[config.mk]
export PLATFORM = sky130hd
export DESIGN_NAME = sprite_row_rle_decoder
export DESIGN_NICKNAME = d
export VERILOG_FILES = /design/src/design/srd_pkg.sv /design/src/design/srd_csr.sv /design/src/design/srd_in_stage.sv /design/src/design/srd_decode.sv /design/src/design/srd_out_stage.sv /design/src/design/sprite_row_rle_decoder.sv
export SDC_FILE = /design/constraint.sdc
export NUM_CORES = 1
export LEC_CHECK = 0
export BUFFER_PORTS_ARGS = -buffer_cell sky130_fd_sc_hd__buf_4
export CELL_PAD_IN_SITES_DETAIL_PLACEMENT = 0
export CELL_PAD_IN_SITES_GLOBAL_PLACEMENT = 1
export CORE_MARGIN = 2
export CORE_UTILIZATION = 45
export CTS_CLUSTER_DIAMETER = 150
export DETAILED_ROUTE_END_ITERATION = 7
export HOLD_SLACK_MARGIN = 0.1
export PLACE_DENSITY_LB_ADDON = 0.1
export SYNTH_ARGS = -nofsm -noshare
export SYNTH_HDL_FRONTEND = slang
export SYNTH_SLANG_ARGS = --single-unit
[constraint.sdc]
create_clock -name clock -period 6.5 [get_ports clock]
set_input_delay 0.975 -clock clock [delete_from_list [all_inputs] [get_ports clock]]
set_output_delay 0.975 -clock clock [all_outputs]
set_load 0.02 [all_outputs]
[src/design/srd_pkg.sv]
// ----------------------------------------------------------------------------
// srd_pkg
// Shared types and constants of the sprite row run-length decoder.
// ----------------------------------------------------------------------------
package srd_pkg;

   // layer limits
   localparam int MAX_WIDTH  = 4096;
   localparam int MAX_HEIGHT = 4096;

   localparam int ROW_W     = 12;
   localparam int POS_W     = 16;
   localparam int LWIDTH_W  = 13;
   localparam int ADDR_W    = 24;
   localparam int WORD_W    = 32;
   localparam int REMAIN_W  = 7;

   localparam int REQ_TDATA_W = 64;
   localparam int RSP_TDATA_W = 88;
   localparam int CSR_ADDR_W  = 3;
   localparam int CSR_DATA_W  = 32;

   localparam logic [POS_W-1:0]    TRANSPARENT_EDGE = 16'hFFFF;
   localparam logic [POS_W-1:0]    POS_MAX          = 16'hFFFF;
   localparam logic [LWIDTH_W-1:0] LWIDTH_RESET     = 13'd1;

   // item kinds on the request side
   localparam logic FUNC_BEGIN_ROW = 1'b0;
   localparam logic FUNC_STREAM    = 1'b1;

   // result kinds
   localparam logic KIND_PIXEL   = 1'b0;
   localparam logic KIND_ROW_END = 1'b1;

   // command ops
   localparam logic [1:0] OP_SKIP   = 2'd0;
   localparam logic [1:0] OP_COPY   = 2'd1;
   localparam logic [1:0] OP_PLAYER = 2'd2;
   localparam logic [1:0] OP_END    = 2'd3;

   // register index
   localparam logic REG_LAYER_WIDTH = 1'b0;

   typedef struct packed {
      logic                func;
      logic [ROW_W-1:0]    row_number;
      logic [POS_W-1:0]    left_edge;
      logic                no_commands;
      logic [WORD_W-1:0]   stream_word;
   } item_type;

   typedef struct packed {
      logic                kind;
      logic [ADDR_W-1:0]   address;
      logic [POS_W-1:0]    pos_x;
      logic [ROW_W-1:0]    pos_y;
      logic [WORD_W-1:0]   pixel_colour;
      logic                player_color;
      logic                out_of_range;
   } result_type;

endpackage

[src/design/srd_csr.sv]
// ----------------------------------------------------------------------------
// srd_csr
// Register port holding the layer width.
// ----------------------------------------------------------------------------
module srd_csr (
   input  logic                                clock,
   input  logic                                reset,
   input  logic                                csr_psel,
   input  logic                                csr_penable,
   input  logic                                csr_pwrite,
   input  logic [srd_pkg::CSR_ADDR_W-1:0]      csr_paddr,
   input  logic [srd_pkg::CSR_DATA_W-1:0]      csr_pwdata,
   output logic [srd_pkg::CSR_DATA_W-1:0]      csr_prdata,
   output logic                                csr_pready,
   output logic [srd_pkg::LWIDTH_W-1:0]        layer_width
);

   logic [srd_pkg::LWIDTH_W-1:0] layer_width_ff;
   logic [srd_pkg::LWIDTH_W-1:0] layer_width_in;
   logic                         sel_width;

   // register index is the word address
   assign sel_width  = (csr_paddr[2] == srd_pkg::REG_LAYER_WIDTH);
   assign csr_pready = 1'b1;

   always_comb begin
      layer_width_in = layer_width_ff;
      if (csr_psel && csr_penable && csr_pwrite && csr_pready && sel_width) begin
         layer_width_in = csr_pwdata[srd_pkg::LWIDTH_W-1:0];
      end
   end

   always_ff @(posedge clock) begin
      if (reset) begin
         layer_width_ff <= srd_pkg::LWIDTH_RESET;
      end else begin
         layer_width_ff <= layer_width_in;
      end
   end

   assign csr_prdata  = sel_width
                      ? {{(srd_pkg::CSR_DATA_W-srd_pkg::LWIDTH_W){1'b0}}, layer_width_ff}
                      : '0;
   assign layer_width = layer_width_ff;

endmodule

[src/design/srd_in_stage.sv]
// ----------------------------------------------------------------------------
// srd_in_stage
// Input register: unpacks and holds one request word for the decoder.
// ----------------------------------------------------------------------------
module srd_in_stage (
   input  logic                                clock,
   input  logic                                reset,
   input  logic                                req_tvalid,
   output logic                                req_tready,
   // tdata: row_number, left_edge, no_commands, stream_word (low bit up)
   input  logic [srd_pkg::REQ_TDATA_W-1:0]     req_tdata,
   // tuser: func
   input  logic                                req_tuser,
   input  logic                                advance,
   output logic                                item_valid,
   output srd_pkg::item_type                   item
);

   logic              valid_ff;
   logic              valid_in;
   srd_pkg::item_type item_ff;
   logic              take;

   assign req_tready = !valid_ff || advance;
   assign take       = req_tvalid && req_tready;

   always_comb begin
      valid_in = valid_ff;
      if (take) begin
         valid_in = 1'b1;
      end else if (advance) begin
         valid_in = 1'b0;
      end
   end

   always_ff @(posedge clock) begin
      if (reset) begin
         valid_ff <= 1'b0;
      end else begin
         valid_ff <= valid_in;
      end
   end

   always_ff @(posedge clock) begin
      if (take) begin
         item_ff.func        <= req_tuser;
         item_ff.row_number  <= req_tdata[11:0];
         item_ff.left_edge   <= req_tdata[27:12];
         item_ff.no_commands <= req_tdata[28];
         item_ff.stream_word <= req_tdata[60:29];
      end
   end

   assign item_valid = valid_ff;
   assign item       = item_ff;

endmodule

[src/design/srd_decode.sv]
// ----------------------------------------------------------------------------
// srd_decode
// Row state and command decode; forms at most one result per item.
// ----------------------------------------------------------------------------
module srd_decode (
   input  logic                                clock,
   input  logic                                reset,
   input  logic                                item_valid,
   input  srd_pkg::item_type                   item,
   input  logic                                advance,
   input  logic [srd_pkg::LWIDTH_W-1:0]        layer_width,
   output logic                                has_result,
   output srd_pkg::result_type                 result
);

   typedef enum logic [1:0] {
      PH_IDLE,
      PH_CMD,
      PH_COPY
   } phase_type;

   phase_type                      phase_ff, phase_in;
   logic [srd_pkg::ROW_W-1:0]      row_ff, row_in;
   logic [srd_pkg::POS_W-1:0]      pos_ff, pos_in;
   logic [srd_pkg::REMAIN_W-1:0]   remain_ff, remain_in;
   logic                           player_ff, player_in;

   logic [1:0]                     op;
   logic [srd_pkg::REMAIN_W-1:0]   count;
   logic [srd_pkg::POS_W:0]        skip_sum;
   logic [srd_pkg::POS_W:0]        step_sum;
   logic [srd_pkg::POS_W-1:0]      pos_skip;
   logic [srd_pkg::POS_W-1:0]      pos_step;
   logic [srd_pkg::REMAIN_W-1:0]   remain_dec;
   logic [16:0]                    lw_ext;
   logic [16:0]                    eff_ext;
   logic [srd_pkg::LWIDTH_W-1:0]   eff_w;
   logic [24:0]                    row_base;
   logic [srd_pkg::ADDR_W-1:0]     pixel_addr;
   logic                           oor;

   assign op    = item.stream_word[1:0];
   assign count = {1'b0, item.stream_word[7:2]} + 7'd1;

   // saturating position updates
   assign skip_sum = {1'b0, pos_ff} + 17'(count);
   assign step_sum = {1'b0, pos_ff} + 17'd1;
   assign pos_skip = skip_sum[srd_pkg::POS_W] ? srd_pkg::POS_MAX : skip_sum[15:0];
   assign pos_step = step_sum[srd_pkg::POS_W] ? srd_pkg::POS_MAX : step_sum[15:0];
   assign remain_dec = remain_ff - 7'd1;

   // width clamp, linear address and bounds
   assign lw_ext  = 17'(layer_width);
   assign eff_ext = (lw_ext > 17'(srd_pkg::MAX_WIDTH)) ? 17'(srd_pkg::MAX_WIDTH) : lw_ext;
   assign eff_w   = eff_ext[srd_pkg::LWIDTH_W-1:0];
   assign row_base   = 25'(row_ff) * 25'(eff_w);
   assign pixel_addr = row_base[srd_pkg::ADDR_W-1:0] + 24'(pos_ff);
   assign oor = (pos_ff >= 16'(eff_w)) || (32'(row_ff) >= 32'(srd_pkg::MAX_HEIGHT));

   always_comb begin
      phase_in   = phase_ff;
      row_in     = row_ff;
      pos_in     = pos_ff;
      remain_in  = remain_ff;
      player_in  = player_ff;
      has_result = 1'b0;
      result     = '0;

      if (item_valid) begin
         if (item.func == srd_pkg::FUNC_BEGIN_ROW) begin
            row_in    = item.row_number;
            remain_in = '0;
            player_in = 1'b0;
            if (item.left_edge == srd_pkg::TRANSPARENT_EDGE || item.no_commands) begin
               phase_in = PH_IDLE;
            end else begin
               pos_in   = item.left_edge;
               phase_in = PH_CMD;
            end
         end else begin
            case (phase_ff)
               PH_CMD: begin
                  case (op)
                     srd_pkg::OP_END: begin
                        has_result   = 1'b1;
                        result.kind  = srd_pkg::KIND_ROW_END;
                        result.pos_x = pos_ff;
                        result.pos_y = row_ff;
                        phase_in     = PH_IDLE;
                     end
                     srd_pkg::OP_SKIP: begin
                        pos_in = pos_skip;
                     end
                     default: begin
                        remain_in = count;
                        player_in = (op == srd_pkg::OP_PLAYER);
                        phase_in  = PH_COPY;
                     end
                  endcase
               end
               PH_COPY: begin
                  has_result          = 1'b1;
                  result.kind         = srd_pkg::KIND_PIXEL;
                  result.address      = pixel_addr;
                  result.pos_x        = pos_ff;
                  result.pos_y        = row_ff;
                  result.pixel_colour = item.stream_word;
                  result.player_color = player_ff;
                  result.out_of_range = oor;
                  pos_in              = pos_step;
                  remain_in           = remain_dec;
                  if (remain_dec == '0) begin
                     phase_in = PH_CMD;
                  end
               end
               default: begin
                  // idle: stream words are dropped
               end
            endcase
         end
      end
   end

   always_ff @(posedge clock) begin
      if (reset) begin
         phase_ff  <= PH_IDLE;
         row_ff    <= '0;
         pos_ff    <= '0;
         remain_ff <= '0;
         player_ff <= 1'b0;
      end else if (advance) begin
         phase_ff  <= phase_in;
         row_ff    <= row_in;
         pos_ff    <= pos_in;
         remain_ff <= remain_in;
         player_ff <= player_in;
      end
   end

endmodule

[src/design/srd_out_stage.sv]
// ----------------------------------------------------------------------------
// srd_out_stage
// Result register driving the response channel.
// ----------------------------------------------------------------------------
module srd_out_stage (
   input  logic                                clock,
   input  logic                                reset,
   input  logic                                load,
   input  srd_pkg::result_type                 result,
   output logic                                rsp_tvalid,
   input  logic                                rsp_tready,
   // tdata: address, pos_x, pos_y, pixel_colour, player_color, out_of_range
   output logic [srd_pkg::RSP_TDATA_W-1:0]     rsp_tdata,
   // tuser: kind
   output logic                                rsp_tuser,
   output logic                                room
);

   logic                valid_ff;
   logic                valid_in;
   srd_pkg::result_type result_ff;

   assign room = !valid_ff || rsp_tready;

   always_comb begin
      valid_in = valid_ff;
      if (load) begin
         valid_in = 1'b1;
      end else if (rsp_tready) begin
         valid_in = 1'b0;
      end
   end

   always_ff @(posedge clock) begin
      if (reset) begin
         valid_ff <= 1'b0;
      end else begin
         valid_ff <= valid_in;
      end
   end

   always_ff @(posedge clock) begin
      if (load) begin
         result_ff <= result;
      end
   end

   assign rsp_tvalid = valid_ff;
   assign rsp_tuser  = result_ff.kind;
   assign rsp_tdata  = {2'b00,
                        result_ff.out_of_range,
                        result_ff.player_color,
                        result_ff.pixel_colour,
                        result_ff.pos_y,
                        result_ff.pos_x,
                        result_ff.address};

endmodule

[src/design/sprite_row_rle_decoder.sv]
// ----------------------------------------------------------------------------
// sprite_row_rle_decoder
// Decodes run-length row commands of a sprite layer into pixel writes.
// ----------------------------------------------------------------------------
// usage
//   req channel: tuser selects a begin-row word (0) or a stream word (1);
//   a begin-row word carries row, left edge and the empty-row flag, stream
//   words carry command bytes and colour words.
//   rsp channel: tuser 0 is a pixel write with its linear address, tuser 1
//   marks the end of a row with its final position.
//   csr port: one register, layer_width at byte address 0; write it only
//   while no word is in flight.
// timing
//   one word is taken every cycle while the result side does not stall; a
//   result moves from the input register, where its word is taken, to the
//   result register that drives rsp.
//   the address path is one 12x13 multiply and a 24-bit add per word.
// reset and stall
//   reset empties both registers, drops the current row and sets the layer
//   width to 1. while rsp is stalled, words that give no result still pass;
//   a word that gives a result waits in the input register and req_tready
//   falls until the result register frees up.
// ----------------------------------------------------------------------------
module sprite_row_rle_decoder (
   input  logic                                clock,
   input  logic                                reset,
   input  logic                                req_tvalid,
   output logic                                req_tready,
   // tdata: row_number, left_edge, no_commands, stream_word (low bit up)
   input  logic [srd_pkg::REQ_TDATA_W-1:0]     req_tdata,
   // tuser: func
   input  logic                                req_tuser,
   output logic                                rsp_tvalid,
   input  logic                                rsp_tready,
   // tdata: address, pos_x, pos_y, pixel_colour, player_color, out_of_range
   output logic [srd_pkg::RSP_TDATA_W-1:0]     rsp_tdata,
   // tuser: kind
   output logic                                rsp_tuser,
   input  logic                                csr_psel,
   input  logic                                csr_penable,
   input  logic                                csr_pwrite,
   input  logic [srd_pkg::CSR_ADDR_W-1:0]      csr_paddr,
   input  logic [srd_pkg::CSR_DATA_W-1:0]      csr_pwdata,
   output logic [srd_pkg::CSR_DATA_W-1:0]      csr_prdata,
   output logic                                csr_pready
);

   logic [srd_pkg::LWIDTH_W-1:0] layer_width;
   logic                         item_valid;
   srd_pkg::item_type            item;
   logic                         has_result;
   srd_pkg::result_type          result;
   logic                         room;
   logic                         advance;
   logic                         load;

   // a word moves on unless its result would land on a full output register
   assign advance = item_valid && (!has_result || room);
   assign load    = advance && has_result;

   srd_csr u_csr (
      .clock       (clock),
      .reset       (reset),
      .csr_psel    (csr_psel),
      .csr_penable (csr_penable),
      .csr_pwrite  (csr_pwrite),
      .csr_paddr   (csr_paddr),
      .csr_pwdata  (csr_pwdata),
      .csr_prdata  (csr_prdata),
      .csr_pready  (csr_pready),
      .layer_width (layer_width)
   );

   srd_in_stage u_in_stage (
      .clock      (clock),
      .reset      (reset),
      .req_tvalid (req_tvalid),
      .req_tready (req_tready),
      .req_tdata  (req_tdata),
      .req_tuser  (req_tuser),
      .advance    (advance),
      .item_valid (item_valid),
      .item       (item)
   );

   srd_decode u_decode (
      .clock       (clock),
      .reset       (reset),
      .item_valid  (item_valid),
      .item        (item),
      .advance     (advance),
      .layer_width (layer_width),
      .has_result  (has_result),
      .result      (result)
   );

   srd_out_stage u_out_stage (
      .clock      (clock),
      .reset      (reset),
      .load       (load),
      .result     (result),
      .rsp_tvalid (rsp_tvalid),
      .rsp_tready (rsp_tready),
      .rsp_tdata  (rsp_tdata),
      .rsp_tuser  (rsp_tuser),
      .room       (room)
   );

   // an empty input register always takes a word
   assert property (@(posedge clock) disable iff (reset)
      !item_valid |-> req_tready)
      else $error("input register empty but req_tready low");

   // a word held back stays put until it can move on
   assert property (@(posedge clock) disable iff (reset)
      item_valid && !advance |=> item_valid && $stable(item))
      else $error("held word lost or changed");

   // a stalled result is never overwritten
   assert property (@(posedge clock) disable iff (reset)
      rsp_tvalid && !rsp_tready |-> !load)
      else $error("result register overwritten while stalled");

endmodule

==> reports/qor.csv <==
metric,value,unit
outcome,completed,
chip height,184.5,um
Async SR Flop Fraction,0,
Initial DRC Count,640,
fin crit period,6.065,ns
Initial Util,0.4540,
core area,32290,um^2
Finished Cell Area,17290,um^2
Power Dens Cells,178.6,nW/um^2
setup bufs post-CTS,0,
f_max,164.9,MHz
Layout Nets,1978,
vias,10670,
htree depth,1,
Most used DFF post-synth,edfxtp_1,
RSZ-0062 raised after global routing,false,
# setup viols final,0,
worst relative slew slack,0.4231,
Max Buffers Root-to-Sink,3,
placed inst area,16540,um^2
WL final,36660,um
Final Skew,0.01596,ns
"Area growth, synth to finish",17.98,%
Critical Path AT,6.45,ns
Max Slew Vio Count,0,
antenna cells,0,
Setup TNS Final,0,ns
min-delay worst type,flip-flop to flip-flop,
hold_ws,0.4619,ns
drt first pass iters,5,
clock tree root driver cell,clkbuf_16,
CTS tree,yes,
Yosys Warn Count,0,
"Clk Latency, worst-skew pair",0.53,ns
die area,34030,um^2
largest net degree at the start of global routing,79,
port bufs,184,
VDD IR max,0.1762,mV
synthesized flop and latch total,202,
first-pass GRT wire length,58260,um
"area leader, netlist",edfxtp_1,
sequential fraction of the synthesis area,0.3776,
Worst setup SP type,flip-flop,
Placer Congestion,0.8721,
clk sinks,202,
worst-path fanout max,17,
Ports,231,
XOR/XNOR Fraction of Synth Area,0.02211,
GRT Total Usage,0.2203,
Max-Cap Viols,0,
post-synthesis adder-cell area fraction,0.2501,
syn_area_per_cell,9.952,um^2
CP Data Required Time,6.89,ns
residual DRC count,0,
Post-Syn Area,14660,um^2
Post-Synthesis Cells,1473,
"Clk pin slew, worst setup/hold paths",0.05,ns
fin util,0.5356,
Compound-Gate Fraction of Synth Area,0.08868,
routed vias/inst,5.053,
"Hold Violations, Final",0,
Post-CTS Resized,0,
most frequent cells in the layout,"224 x inv_1, 216 x buf_4, 179 x nand2_1, 149 x edfxtp_1, 125 x fa_1",
gr ovfl total,0,
number of synthesized flops with an enable pin,149,
DP HPWL,28050,um
num rows,66,
Die Width,184.5,um
initial antenna violation count,0,
vias in the first global route,10840,
largest family of logic cells by synthesized area,adder cells,
post-synthesis mux area share,0.003585,
Netlist cell types,66,
Setup CP Type,flip-flop to flip-flop,
total CTS buffers,23,
Yosys top cell area share,0.3052,
Lkg Pwr,7.735,nW
most common library cell in the layout ignoring fill and taps,inv_1,
DR WL/cell,17.36,um
fraction of the mapped netlist area in simple logic gates,0.1732,
crit share post-route,0.9331,
hold buffer count at CTS,0,
Slew @ Worst Pin,0.8563,ns
synth top area cells,"edfxtp_1 31%, fa_1 17%, ha_1 7.9%",
"antenna viol nets, final",0,
Crit. End Element,flip-flop,
layout cells sized above 1,0.1587,
-- power by group --
part,switching (mW),leakage (nW),internal [mW]
clock,0.520,0.361,0.772
combinational,0.196,5.45,0.135
sequential,0.0426,1.92,1.42
-- sequential cells by signal (all words and copies together), names as in the netlist, 2 cells and up --
signal / count
u_csr.layer_width: 13
u_decode.remain_ff: 7
u_out_stage.rsp_tdata: 86
u_decode.phase_ff: 2
u_decode.row_ff: 12
u_in_stage.item: 62
u_decode.pos_ff: 16
-- cell families (layout without fill, tap and decap cells) --
logic type,count (synthesis),count (layout)
buffers and inverters,306,483
other,2,22
XOR/XNOR,37,37
multiplexers,5,5
flip-flops,202,202
AND/OR/NAND/NOR,507,507
adder cells (fa/ha/maj),218,218
AO/OA/AOI/OAI,196,196
-- stage by stage --
| stage | setup slack, ns | instances | total power, mW |
|---|---|---|---|
| after CTS | 0.4338 | 2112 | 3.121 |
| final | 0.4349 | 2112 | 3.088 |
| after global placement | 0.4903 | 2070 | 1.817 |
| after floorplan | 0.7694 | 1493 | 1.700 |
| after global routing | 0.09148 | 2112 | 3.216 |
| after detailed placement | 0.4498 | 2070 | 1.821 |
-- worst paths after layout --
path	start	to	slack (ns)	cells after the start
setup reg to reg	u_csr.layer_width[12]$_SDFFE_PP0P_	u_out_stage.rsp_tdata[19]$_SDFFCE_PN0P_	0.43	18
hold / removal	u_csr.layer_width[1]$_SDFFE_PP0P_	u_csr.layer_width[1]$_SDFFE_PP0P_	0.46	2
hold reg to reg	u_csr.layer_width[1]$_SDFFE_PP0P_	u_csr.layer_width[1]$_SDFFE_PP0P_	0.46	2
setup / recovery	u_csr.layer_width[12]$_SDFFE_PP0P_	u_out_stage.rsp_tdata[19]$_SDFFCE_PN0P_	0.43	18
-- cell type report --
cell class | instances | area [um^2]
Fill cell | 2934 | 14990
Multi-Input combinational cell | 985 | 7973
Sequential cell | 202 | 5535
Timing Repair Buffer | 217 | 1642
Inverter | 224 | 840.8
Clock buffer | 35 | 650.6
Tap cell | 442 | 553.0
Clock inverter | 7 | 100.1
-- layer usage --
metal / wire length [um] / share of wire / GRT usage
met1: 15770 / 0.43 / 0.2828
met2: 18600 / 0.51 / 0.3937
met3: 1396 / 0.038 / 0.02727
met4: 903 / 0.025 / 0.05600
met5: 0 / 0 / 0
-- worst max-delay path, stage by stage, from the launching register on --
cell and delay (ns):
dfxtp_1 0.67, nor2b_1 0.34, and2_1 0.27, fa_1 0.53, inv_1 0.05, fa_1 0.50
inv_1 0.05, fa_1 0.49, inv_1 0.05, fa_1 0.47, fa_1 0.54, inv_1 0.05
ha_1 0.37, a21o_1 0.20, a221oi_1 0.43, and3b_1 0.35, o21ai_0 0.14, or3_1 0.36
nand3_1 0.08
-- synth_stat cells (all sizes together) (13+ instances only) --
cell and count:
inv 224, nand2 180, edfxtp 149, fa 125, and2 115, ha 93, nor2 75, a21oi 72
clkbuf 56, dfxtp 53, nor2b 29, o21ai 28, buf 26, and3 25, nand3 21, xnor2 20
xor2 17, a21o 14, nor3 13
Note: power is estimated with default switching activity, not from simulation.
